<file path="src/hdl/pulse_count_voice_track_sequencer_macros.svh">
// assertion macros shared by the sequencer modules
`ifndef PULSE_COUNT_VOICE_TRACK_SEQUENCER_MACROS_SVH
`define PULSE_COUNT_VOICE_TRACK_SEQUENCER_MACROS_SVH

`ifndef NO_ASSERTIONS
// condition holds at every edge out of reset
`define PCVTS_ASSERT_ALWAYS(label, cond, msg) \
    label: assert property (@(posedge clk) disable iff (!rst_n) (cond)) else $error(msg);
// consequence holds in the cycle after the trigger
`define PCVTS_ASSERT_NEXT(label, trig, cons, msg) \
    label: assert property (@(posedge clk) disable iff (!rst_n) (trig) |=> (cons)) \
        else $error(msg);
`else
`define PCVTS_ASSERT_ALWAYS(label, cond, msg)
`define PCVTS_ASSERT_NEXT(label, trig, cons, msg)
`endif

`endif

</file>
<file path="src/hdl/pcvts_pkg.sv">
package pcvts_pkg;

    // queue geometry
    localparam int QUEUE_DEPTH = 16;
    localparam int FILL_W      = $clog2(QUEUE_DEPTH + 1);
    localparam int QUEUED_W    = 5;

    // word field widths
    localparam int KIND_W  = 2;
    localparam int TRACK_W = 8;
    localparam int PHASE_W = 2;

    // request codes
    localparam logic [KIND_W-1:0] KIND_PLAY = 2'd0;
    localparam logic [KIND_W-1:0] KIND_STOP = 2'd1;
    localparam logic [KIND_W-1:0] KIND_TICK = 2'd2;

    // tick counter and pulse timing
    localparam int                 COUNT_W         = 9;
    localparam int                 LIMIT_W         = COUNT_W + 1;
    localparam logic [COUNT_W-1:0] COUNT_MAX       = 9'd511;
    localparam logic [COUNT_W-1:0] SEL_RST_END     = 9'd2;
    localparam logic [COUNT_W-1:0] SEL_TRAIN_START = 9'd4;
    localparam logic [LIMIT_W-1:0] SEL_LIMIT_OFS   = 10'd6;
    localparam logic [COUNT_W-1:0] STOP_RST_START  = 9'd1;
    localparam logic [COUNT_W-1:0] STOP_RST_END    = 9'd3;
    localparam logic [COUNT_W-1:0] STOP_LEN        = 9'd4;
    localparam logic [COUNT_W-1:0] STOP_KEEP_BELOW = 9'd4;

    // queue controls from the sequencer
    typedef struct packed {
        logic push;
        logic pop;
        logic clear;
    } queue_ctl_t;

    // one status word
    typedef struct packed {
        logic                reset_line;
        logic                data_line;
        logic [PHASE_W-1:0]  phase;
        logic [TRACK_W-1:0]  track_now;
        logic [QUEUED_W-1:0] queued;
        logic                ticking;
    } status_t;

endpackage

</file>
<file path="src/hdl/pcvts_if.sv">
// request channel
interface pcvts_cmd_if;
    logic                             valid;
    logic                             ready;
    logic [pcvts_pkg::KIND_W-1:0]     kind;
    logic [pcvts_pkg::TRACK_W-1:0]    track_id;
    logic                             busy_level;

    modport source (output valid, kind, track_id, busy_level, input ready);
    modport sink   (input valid, kind, track_id, busy_level, output ready);
endinterface

// status channel
interface pcvts_status_if;
    logic                             valid;
    logic                             ready;
    logic                             reset_line;
    logic                             data_line;
    logic [pcvts_pkg::PHASE_W-1:0]    phase;
    logic [pcvts_pkg::TRACK_W-1:0]    track_now;
    logic [pcvts_pkg::QUEUED_W-1:0]   queued;
    logic                             ticking;

    modport source (output valid, reset_line, data_line, phase, track_now, queued, ticking,
                    input ready);
    modport sink   (input valid, reset_line, data_line, phase, track_now, queued, ticking,
                    output ready);
endinterface

</file>
<file path="src/hdl/pcvts_cell.sv">
// one queue slot: takes its neighbor's entry on a shift, or a new entry on a load
module pcvts_cell (
    input  logic                          clk,
    input  logic                          shift,
    input  logic                          load,
    input  logic [pcvts_pkg::TRACK_W-1:0] nbr_data,
    input  logic [pcvts_pkg::TRACK_W-1:0] new_data,
    output logic [pcvts_pkg::TRACK_W-1:0] data
);

    logic [pcvts_pkg::TRACK_W-1:0] data_reg;

    // slot storage
    always_ff @(posedge clk)
    begin
        if (shift)
        begin
            data_reg <= nbr_data;
        end
        else if (load)
        begin
            data_reg <= new_data;
        end
    end

    assign data = data_reg;

endmodule

</file>
<file path="src/hdl/pcvts_queue.sv">
`include "pulse_count_voice_track_sequencer_macros.svh"

// track fifo as a row of cells, head in cell 0, pop shifts the row toward the head
module pcvts_queue (
    input  logic                          clk,
    input  logic                          rst_n,
    input  pcvts_pkg::queue_ctl_t         ctl,
    input  logic [pcvts_pkg::TRACK_W-1:0] push_data,
    output logic [pcvts_pkg::TRACK_W-1:0] head,
    output logic [pcvts_pkg::FILL_W-1:0]  fill_next
);

    logic [pcvts_pkg::FILL_W-1:0]  fill_reg;
    logic                          push_ok;
    logic [pcvts_pkg::TRACK_W-1:0] link [pcvts_pkg::QUEUE_DEPTH];
    logic [pcvts_pkg::TRACK_W-1:0] nbr  [pcvts_pkg::QUEUE_DEPTH];

    // track zero and a full queue are dropped
    assign push_ok = ctl.push && !ctl.clear && (push_data != '0)
                     && (fill_reg < pcvts_pkg::FILL_W'(pcvts_pkg::QUEUE_DEPTH));

    // the chain of slots
    for (genvar i = 0; i < pcvts_pkg::QUEUE_DEPTH; i++)
    begin : g_cell
        if (i == pcvts_pkg::QUEUE_DEPTH - 1)
        begin : g_last
            assign nbr[i] = link[i];
        end
        else
        begin : g_mid
            assign nbr[i] = link[i + 1];
        end

        pcvts_cell u_cell (
            .clk      (clk),
            .shift    (ctl.pop),
            .load     (push_ok && (fill_reg == pcvts_pkg::FILL_W'(i))),
            .nbr_data (nbr[i]),
            .new_data (push_data),
            .data     (link[i])
        );
    end

    assign head = link[0];

    // fill count
    always_comb
    begin
        priority if (ctl.clear)
        begin
            fill_next = '0;
        end
        else if (push_ok)
        begin
            fill_next = fill_reg + 1'b1;
        end
        else if (ctl.pop && (fill_reg != '0))
        begin
            fill_next = fill_reg - 1'b1;
        end
        else
        begin
            fill_next = fill_reg;
        end
    end

    always_ff @(posedge clk or negedge rst_n)
    begin
        if (!rst_n)
        begin
            fill_reg <= '0;
        end
        else
        begin
            fill_reg <= fill_next;
        end
    end

    `PCVTS_ASSERT_ALWAYS(a_fill_bound, fill_reg <= pcvts_pkg::FILL_W'(pcvts_pkg::QUEUE_DEPTH), "queue fill above depth")
    `PCVTS_ASSERT_NEXT(a_clear_empty, ctl.clear, fill_reg == '0, "queue not empty after clear")
    `PCVTS_ASSERT_NEXT(a_push_grows, push_ok, fill_reg == $past(fill_reg) + 1'b1, "push did not grow queue")

endmodule

</file>
<file path="src/hdl/pulse_count_voice_track_sequencer.sv">
// channel   role   word
// cmd       sink   kind, track_id, busy_level
// status    source reset_line, data_line, phase, track_now, queued, ticking
//
// one word in, one status word out; a word is taken every cycle while the skid slot is empty
// the state update of one word completes in the cycle it is accepted
// status words pass an output register plus one skid slot, so cmd stalls only
// when both are full; reset clears state, queue fill and both output slots
// queue pop shifts the whole cell row toward the head in the same cycle
`include "pulse_count_voice_track_sequencer_macros.svh"

module pulse_count_voice_track_sequencer (
    input  logic                  clk,
    input  logic                  rst_n,
    pcvts_cmd_if.sink             cmd,
    pcvts_status_if.source        status
);

    typedef enum logic [pcvts_pkg::PHASE_W-1:0] {
        PH_IDLE   = 2'd0,
        PH_SELECT = 2'd1,
        PH_DONE   = 2'd2,
        PH_STOP   = 2'd3
    } phase_t;

    phase_t                         phase_reg, phase_next;
    logic [pcvts_pkg::TRACK_W-1:0]  track_reg, track_next;
    logic [pcvts_pkg::COUNT_W-1:0]  count_reg, count_next;
    logic                           rst_pin_reg, rst_pin_next;
    logic                           data_pin_reg, data_pin_next;
    logic                           timer_reg, timer_next;

    logic                           accept;
    logic [pcvts_pkg::COUNT_W-1:0]  count_inc;
    logic [pcvts_pkg::LIMIT_W-1:0]  sel_limit;
    logic [pcvts_pkg::LIMIT_W-1:0]  sel_limit_cap;
    pcvts_pkg::queue_ctl_t          qctl;
    logic [pcvts_pkg::TRACK_W-1:0]  q_head;
    logic [pcvts_pkg::FILL_W-1:0]   q_fill_next;
    logic [pcvts_pkg::FILL_W-1:0]   q_fill_reg;
    pcvts_pkg::status_t             word_new;

    logic                           out_valid_reg;
    pcvts_pkg::status_t             out_word_reg;
    logic                           skid_valid_reg;
    pcvts_pkg::status_t             skid_word_reg;

    assign cmd.ready = !skid_valid_reg;
    assign accept    = cmd.valid && cmd.ready;

    // queue of waiting tracks
    pcvts_queue u_queue (
        .clk       (clk),
        .rst_n     (rst_n),
        .ctl       (qctl),
        .push_data (cmd.track_id),
        .head      (q_head),
        .fill_next (q_fill_next)
    );

    // saturating tick count and end of pulse train
    assign count_inc     = (count_reg < pcvts_pkg::COUNT_MAX) ? count_reg + 1'b1 : count_reg;
    assign sel_limit     = {1'b0, track_reg, 1'b0} + pcvts_pkg::SEL_LIMIT_OFS;
    assign sel_limit_cap = (sel_limit > pcvts_pkg::LIMIT_W'(pcvts_pkg::COUNT_MAX))
                           ? pcvts_pkg::LIMIT_W'(pcvts_pkg::COUNT_MAX) : sel_limit;

    // sequencer next state
    always_comb
    begin
        phase_next    = phase_reg;
        track_next    = track_reg;
        count_next    = count_reg;
        rst_pin_next  = rst_pin_reg;
        data_pin_next = data_pin_reg;
        timer_next    = timer_reg;
        qctl          = '0;

        if (accept)
        begin
            unique case (cmd.kind)
                pcvts_pkg::KIND_PLAY:
                begin
                    if ((phase_reg == PH_IDLE) && cmd.busy_level)
                    begin
                        phase_next = PH_SELECT;
                        track_next = cmd.track_id;
                        count_next = '0;
                        timer_next = 1'b1;
                    end
                    else
                    begin
                        qctl.push = 1'b1;
                    end
                end
                pcvts_pkg::KIND_STOP:
                begin
                    if (!((phase_reg == PH_IDLE) && cmd.busy_level))
                    begin
                        qctl.clear = 1'b1;
                        if (count_reg >= pcvts_pkg::STOP_KEEP_BELOW)
                        begin
                            count_next = '0;
                        end
                        track_next = '0;
                        phase_next = PH_STOP;
                        timer_next = 1'b1;
                    end
                end
                pcvts_pkg::KIND_TICK:
                begin
                    if (timer_reg)
                    begin
                        priority if ((phase_reg == PH_DONE) && cmd.busy_level)
                        begin
                            if (q_fill_reg == '0)
                            begin
                                track_next = '0;
                                timer_next = 1'b0;
                                phase_next = PH_IDLE;
                            end
                            else
                            begin
                                qctl.pop   = 1'b1;
                                phase_next = PH_SELECT;
                                track_next = q_head;
                                count_next = '0;
                            end
                        end
                        else if (phase_reg == PH_SELECT)
                        begin
                            // reset pulse, then data toggles
                            priority if (count_reg == '0)
                            begin
                                rst_pin_next  = 1'b1;
                                data_pin_next = 1'b0;
                            end
                            else if (count_reg == pcvts_pkg::SEL_RST_END)
                            begin
                                rst_pin_next = 1'b0;
                            end
                            else if (count_reg >= pcvts_pkg::SEL_TRAIN_START)
                            begin
                                data_pin_next = !data_pin_reg;
                            end
                            else
                            begin
                                count_next = count_inc;
                            end
                            count_next = count_inc;
                            if ({1'b0, count_inc} >= sel_limit_cap)
                            begin
                                count_next    = '0;
                                rst_pin_next  = 1'b0;
                                data_pin_next = 1'b0;
                                phase_next    = PH_DONE;
                            end
                        end
                        else if (phase_reg == PH_STOP)
                        begin
                            // short reset pulse
                            priority if (count_reg == '0)
                            begin
                                data_pin_next = 1'b0;
                            end
                            else if (count_reg == pcvts_pkg::STOP_RST_START)
                            begin
                                rst_pin_next = 1'b1;
                            end
                            else if (count_reg == pcvts_pkg::STOP_RST_END)
                            begin
                                rst_pin_next = 1'b0;
                            end
                            else
                            begin
                                count_next = count_inc;
                            end
                            count_next = count_inc;
                            if (count_inc >= pcvts_pkg::STOP_LEN)
                            begin
                                count_next    = '0;
                                rst_pin_next  = 1'b0;
                                data_pin_next = 1'b0;
                                phase_next    = PH_DONE;
                            end
                        end
                        else
                        begin
                            phase_next = phase_reg;
                        end
                    end
                end
                default:
                begin
                    phase_next = phase_reg;
                end
            endcase
        end
    end

    // state after this word
    always_comb
    begin
        word_new.reset_line = rst_pin_next;
        word_new.data_line  = data_pin_next;
        word_new.phase      = phase_next;
        word_new.track_now  = track_next;
        word_new.queued     = pcvts_pkg::QUEUED_W'(q_fill_next);
        word_new.ticking    = timer_next;
    end

    // sequencer state
    always_ff @(posedge clk or negedge rst_n)
    begin
        if (!rst_n)
        begin
            phase_reg    <= PH_IDLE;
            track_reg    <= '0;
            count_reg    <= '0;
            rst_pin_reg  <= 1'b0;
            data_pin_reg <= 1'b0;
            timer_reg    <= 1'b0;
            q_fill_reg   <= '0;
        end
        else
        begin
            phase_reg    <= phase_next;
            track_reg    <= track_next;
            count_reg    <= count_next;
            rst_pin_reg  <= rst_pin_next;
            data_pin_reg <= data_pin_next;
            timer_reg    <= timer_next;
            q_fill_reg   <= q_fill_next;
        end
    end

    // output register with skid slot
    always_ff @(posedge clk or negedge rst_n)
    begin
        if (!rst_n)
        begin
            out_valid_reg  <= 1'b0;
            skid_valid_reg <= 1'b0;
        end
        else if (!out_valid_reg || status.ready)
        begin
            if (skid_valid_reg)
            begin
                out_valid_reg  <= 1'b1;
                skid_valid_reg <= 1'b0;
            end
            else
            begin
                out_valid_reg <= accept;
            end
        end
        else if (accept)
        begin
            skid_valid_reg <= 1'b1;
        end
    end

    // output payload
    always_ff @(posedge clk)
    begin
        if (!out_valid_reg || status.ready)
        begin
            if (skid_valid_reg)
            begin
                out_word_reg <= skid_word_reg;
            end
            else if (accept)
            begin
                out_word_reg <= word_new;
            end
        end
        else if (accept)
        begin
            skid_word_reg <= word_new;
        end
    end

    assign status.valid      = out_valid_reg;
    assign status.reset_line = out_word_reg.reset_line;
    assign status.data_line  = out_word_reg.data_line;
    assign status.phase      = out_word_reg.phase;
    assign status.track_now  = out_word_reg.track_now;
    assign status.queued     = out_word_reg.queued;
    assign status.ticking    = out_word_reg.ticking;

    `PCVTS_ASSERT_ALWAYS(a_skid_behind_out, !skid_valid_reg || out_valid_reg, "skid slot filled ahead of output")
    `PCVTS_ASSERT_ALWAYS(a_timer_phase, timer_reg == (phase_reg != PH_IDLE), "timer and idle phase disagree")
    `PCVTS_ASSERT_ALWAYS(a_reset_phase, !rst_pin_reg || (phase_reg == PH_SELECT) || (phase_reg == PH_STOP), "reset pin high outside a pulse phase")
    `PCVTS_ASSERT_NEXT(a_stall_to_skid, accept && out_valid_reg && !status.ready, skid_valid_reg, "stalled word not held in skid slot")

endmodule

</file>
<file path="src/flat_wrapper.sv">
// flat-port wrapper written by rule: the top's interface ports become plain ports
module pulse_count_voice_track_sequencer_flat 
  (clk, rst_n, cmd_valid, cmd_kind, cmd_track_id, cmd_busy_level, cmd_ready, status_valid, status_reset_line, status_data_line, status_phase, status_track_now, status_queued, status_ticking, status_ready);
  pcvts_cmd_if cmd_i ();
  pcvts_status_if status_i ();
  input  logic clk;
  input  logic rst_n;
  input wire logic [$bits(cmd_i.valid)-1:0] cmd_valid;
  input wire logic [$bits(cmd_i.kind)-1:0] cmd_kind;
  input wire logic [$bits(cmd_i.track_id)-1:0] cmd_track_id;
  input wire logic [$bits(cmd_i.busy_level)-1:0] cmd_busy_level;
  output wire logic [$bits(cmd_i.ready)-1:0] cmd_ready;
  output wire logic [$bits(status_i.valid)-1:0] status_valid;
  output wire logic [$bits(status_i.reset_line)-1:0] status_reset_line;
  output wire logic [$bits(status_i.data_line)-1:0] status_data_line;
  output wire logic [$bits(status_i.phase)-1:0] status_phase;
  output wire logic [$bits(status_i.track_now)-1:0] status_track_now;
  output wire logic [$bits(status_i.queued)-1:0] status_queued;
  output wire logic [$bits(status_i.ticking)-1:0] status_ticking;
  input wire logic [$bits(status_i.ready)-1:0] status_ready;
  assign cmd_i.valid = cmd_valid;
  assign cmd_i.kind = cmd_kind;
  assign cmd_i.track_id = cmd_track_id;
  assign cmd_i.busy_level = cmd_busy_level;
  assign cmd_ready = cmd_i.ready;
  assign status_valid = status_i.valid;
  assign status_reset_line = status_i.reset_line;
  assign status_data_line = status_i.data_line;
  assign status_phase = status_i.phase;
  assign status_track_now = status_i.track_now;
  assign status_queued = status_i.queued;
  assign status_ticking = status_i.ticking;
  assign status_i.ready = status_ready;
  pulse_count_voice_track_sequencer u_core (.clk(clk), .rst_n(rst_n), .cmd(cmd_i), .status(status_i));
endmodule
</file>
<file path="config.mk">
export PLATFORM = sky130hd
export DESIGN_NAME = pulse_count_voice_track_sequencer_flat
export DESIGN_NICKNAME = d
export VERILOG_FILES = /design/src/hdl/pcvts_pkg.sv /design/src/hdl/pcvts_if.sv /design/src/hdl/pcvts_cell.sv /design/src/hdl/pcvts_queue.sv /design/src/hdl/pulse_count_voice_track_sequencer.sv /design/src/flat_wrapper.sv
export VERILOG_INCLUDE_DIRS = /design/src /design/src/hdl
export SDC_FILE = /design/constraint.sdc
export NUM_CORES = 1
export LEC_CHECK = 0
export BUFFER_PORTS_ARGS = -buffer_cell sky130_fd_sc_hd__clkbuf_2
export CAP_MARGIN = 5
export CORE_ASPECT_RATIO = 1.25
export CORE_MARGIN = 2
export CORE_UTILIZATION = 66
export CTS_BUF_LIST = sky130_fd_sc_hd__clkbuf_16
export DETAILED_ROUTE_END_ITERATION = 10
export HOLD_SLACK_MARGIN = 0.15
export PLACE_DENSITY = 0.84
export SYNTH_ARGS = -nofsm -noshare
export SYNTH_HDL_FRONTEND = slang
export SYNTH_SLANG_ARGS = --single-unit
export TNS_END_PERCENT = 1
</file>
<file path="constraint.sdc">
create_clock -name clk -period 6.2 [get_ports clk]
set_clock_uncertainty 0.2 [all_clocks]
set_input_delay 0.31 -clock clk [delete_from_list [all_inputs] [get_ports clk]]
set_output_delay 0.31 -clock clk [all_outputs]
set_load 0.05 [all_outputs]
</file>
==> reports/results.ini <==
[status]
status = finished, final reports clean

[synth]
netlist_area_um2 = 8800
ys_types = 63
synthTopCellsByArea = edfxtp_1, a21o_1, dfrtp_1
syn_nets = 703
yosysWarnings = 0
yosysTopAreaCellShare = 0.559
synth_seq_cells = 193
syn_area_per_cell_um2 = 13.2
async_flop_share = 0.150
syn_inst = 669
synth_flop_cell = edfxtp_1
ys_seq_area_frac = 0.642
yosysTopAreaCell = edfxtp_1
synth_edf_count = 164

[finish]
finalNetCount = 726
layout_common_cells = edfxtp_1, a21o_1, nand2_1, clkbuf_2, nor2_1
antenna_cells = 0
largest_register_ffs = 128
nFillCells = 823
seqCellArea_um2 = 5650
drive_gt1_frac = 0.130
layout_commonest_cell = edfxtp_1
multi_input_area_um2 = 2870
final_cells = 876
final_util = 0.736
syn_to_final_growth_pct = 9.72

[place]
io_buffers = 34
hpwl_mm = 12.0
place_ws_ps = 2240
dp.cells = 828
gp_congestion = 0.985

[power]
peakVddDrop_mv = 0.217
leakagePower_nw = 4.03
power_density_nw_per_um2 = 322

[critical_path]
cpPeakStageDelay_ps = 530
crit_slowest_cell = or4b_4
endpoint_kind = register
reg2reg_depth = 10
cp.arrival_ps = 3960
cpLargestDelayFamily = compound AO/OA/AOI/OAI gates
cp_cell_sequence = ha_1, nand3_1, or4b_4, and2_2, ha_1, a2111oi_0, o31ai_1, a21oi_1, o221ai_1, mux2_2
crit_buf_inv = 0
worstSetupPathType = reg -> reg
cp.depth = 10
required_ps = 6190
startpoint_type = register
path_max_fanout = 8
worst_path_most_repeated_cell = ha_1

[clock_network]
tritoncts.num_buffers = 17
clkSinkCount = 193
cts_root_buffer = clkbuf_16
insertion_delay_ps = 440
ctsHtreeMaxLevel = 4
clk_pin_slew_ps = 60
ctsResizeCount = 0
clockBufferDepth = 2
cts_tree = done

[global_route]
grt.overflow.total = 0
grt_max_degree = 125
antenna_found_initial = 0
grt_pass1_vias = 5500
grt_pass1_wl_mm = 28.6
grt_usage = 0.266

[timing]
fmax_ghz = 0.252
tns_ps = 0
setup-violations-final = 0
rsz0062_at_grt = false
relSlewSlack = 0.165
period_share = 0.641
slew_viol_final = 0
setup_slack_ps = 2230
period_needed_ps = 3970
hold_violations = 0
tightest_slew_ps = 1240

[die]
fp.coreArea_um2 = 13100
fp-row-count = 47
dieArea_um2 = 14300
initial_utilization = 0.671
die_y_um = 133
ios = 35
chipWidth_um = 107

[route]
remaining_drc_errors = 0
vias = 5542
vias_per_cell = 6.33
ant_nets = 0
first_pass_iters = 5
wirelength_mm = 18.2
wl_per_cell_um = 20.8
drt_iter0_drc = 350

[worst_hold_path]
hold_path_depth = 4
hold_path_class = in -> reg

[job]
maxCapViolCount = 0

kinds of logic after synthesis:
group,after synthesis,share of synthesized area
AOI/OAI and AO/OA,221,0.181
xor gates and xnor gates,13,0.0129
adders and majority gates,19,0.0270
and+or+nand+nor,143,0.0860
muxes,15,0.0189
buffers and inverters,65,0.0320
DFF,193,0.642
metrics by stage:
| step | total power [mW] | hold slack, ps | area [µm²] |
|---|---|---|---|
| after CTS | 3.10 | 207 | 9640 |
| after global placement | 2.09 | 214 | 8980 |
| after floorplan | 1.98 | -186 | 8800 |
| final | 3.11 | 246 | 9660 |
| after global routing | 3.22 | 252 | 9660 |
| after detailed placement | 2.11 | 227 | 8980 |
cell usage after synthesis (4+ instances only):
master / n
inv_1: 17
a32o_1: 5
o31ai_1: 4
o21ai_0: 30
xor2_1: 6
and2_1: 9
a21oi_1: 10
and3_1: 4
edfxtp_1: 164
xnor2_1: 7
buf_2: 17
o2bb2ai_1: 8
mux2_2: 13
a21o_1: 123
nand3_1: 14
nor2b_1: 4
nor4_1: 5
nand2b_1: 7
nand2_1: 34
dfrtp_1: 29
nor3_1: 5
or3_1: 4
a22oi_1: 13
nand4_1: 6
nor2_1: 33
a31oi_1: 6
clkbuf_1: 26
ha_1: 19
worst min-delay path: stages:
cell and delay (ps):
clkbuf_2 200, xnor2_1 100, a21oi_1 130, a31oi_1 90
report_power, final:
group	switching (mW)	internal [mW]	leakage, nW	total [mW]
sequential	0.0677	1.51	1.87	1.58
clock	0.457	0.540	0.255	0.997
combinational	0.346	0.182	1.90	0.529
total	0.871	2.24	4.03	3.11
per-layer routing:
metal  routed length [µm]  vias to the layer above  track usage  part of all wire
met5                    0                        -            0                 0
met4                  572                        0        0.115             0.031
met3                  787                       42       0.0568             0.043
met2                 9670                      179        0.459              0.53
met1                 7220                     2759        0.323              0.40
li1                     -                     2562            -                 -
layout make-up:
cell class | count | share of cell area
flip-flops and latches | 193 | 0.585
multi-input cells | 411 | 0.297
clock buffers | 17 | 0.0440
repair buffers | 51 | 0.0337
well taps | 171 | 0.0222
clock inverters | 15 | 0.0106
inverters | 18 | 0.00700
worst paths after layout:
kind | slack, ps | from | endpoint
max reg2reg | 2230 | u_core.count_reg[1] | u_core.status.phase[1]
min | 250 | cmd_kind[0] | u_core.timer_reg
min in group asynchronous | 270 | rst_n | u_core.count_reg[3]
max in group asynchronous | 5030 | rst_n | u_core.status.valid
min reg2reg | 320 | u_core.u_queue.g_cell[14].u_cell.data[5] | u_core.u_queue.g_cell[13].u_cell.data[5]
max | 2230 | u_core.count_reg[1] | u_core.status.phase[1]
what timing repair did:
item / in CTS / in global routing
buffers inserted: 0 / 0
endpoints found under the hold margin: 42 / 0
hold buffers: 13 / 0
No activity file was read; power rests on OpenSTA's default activity.
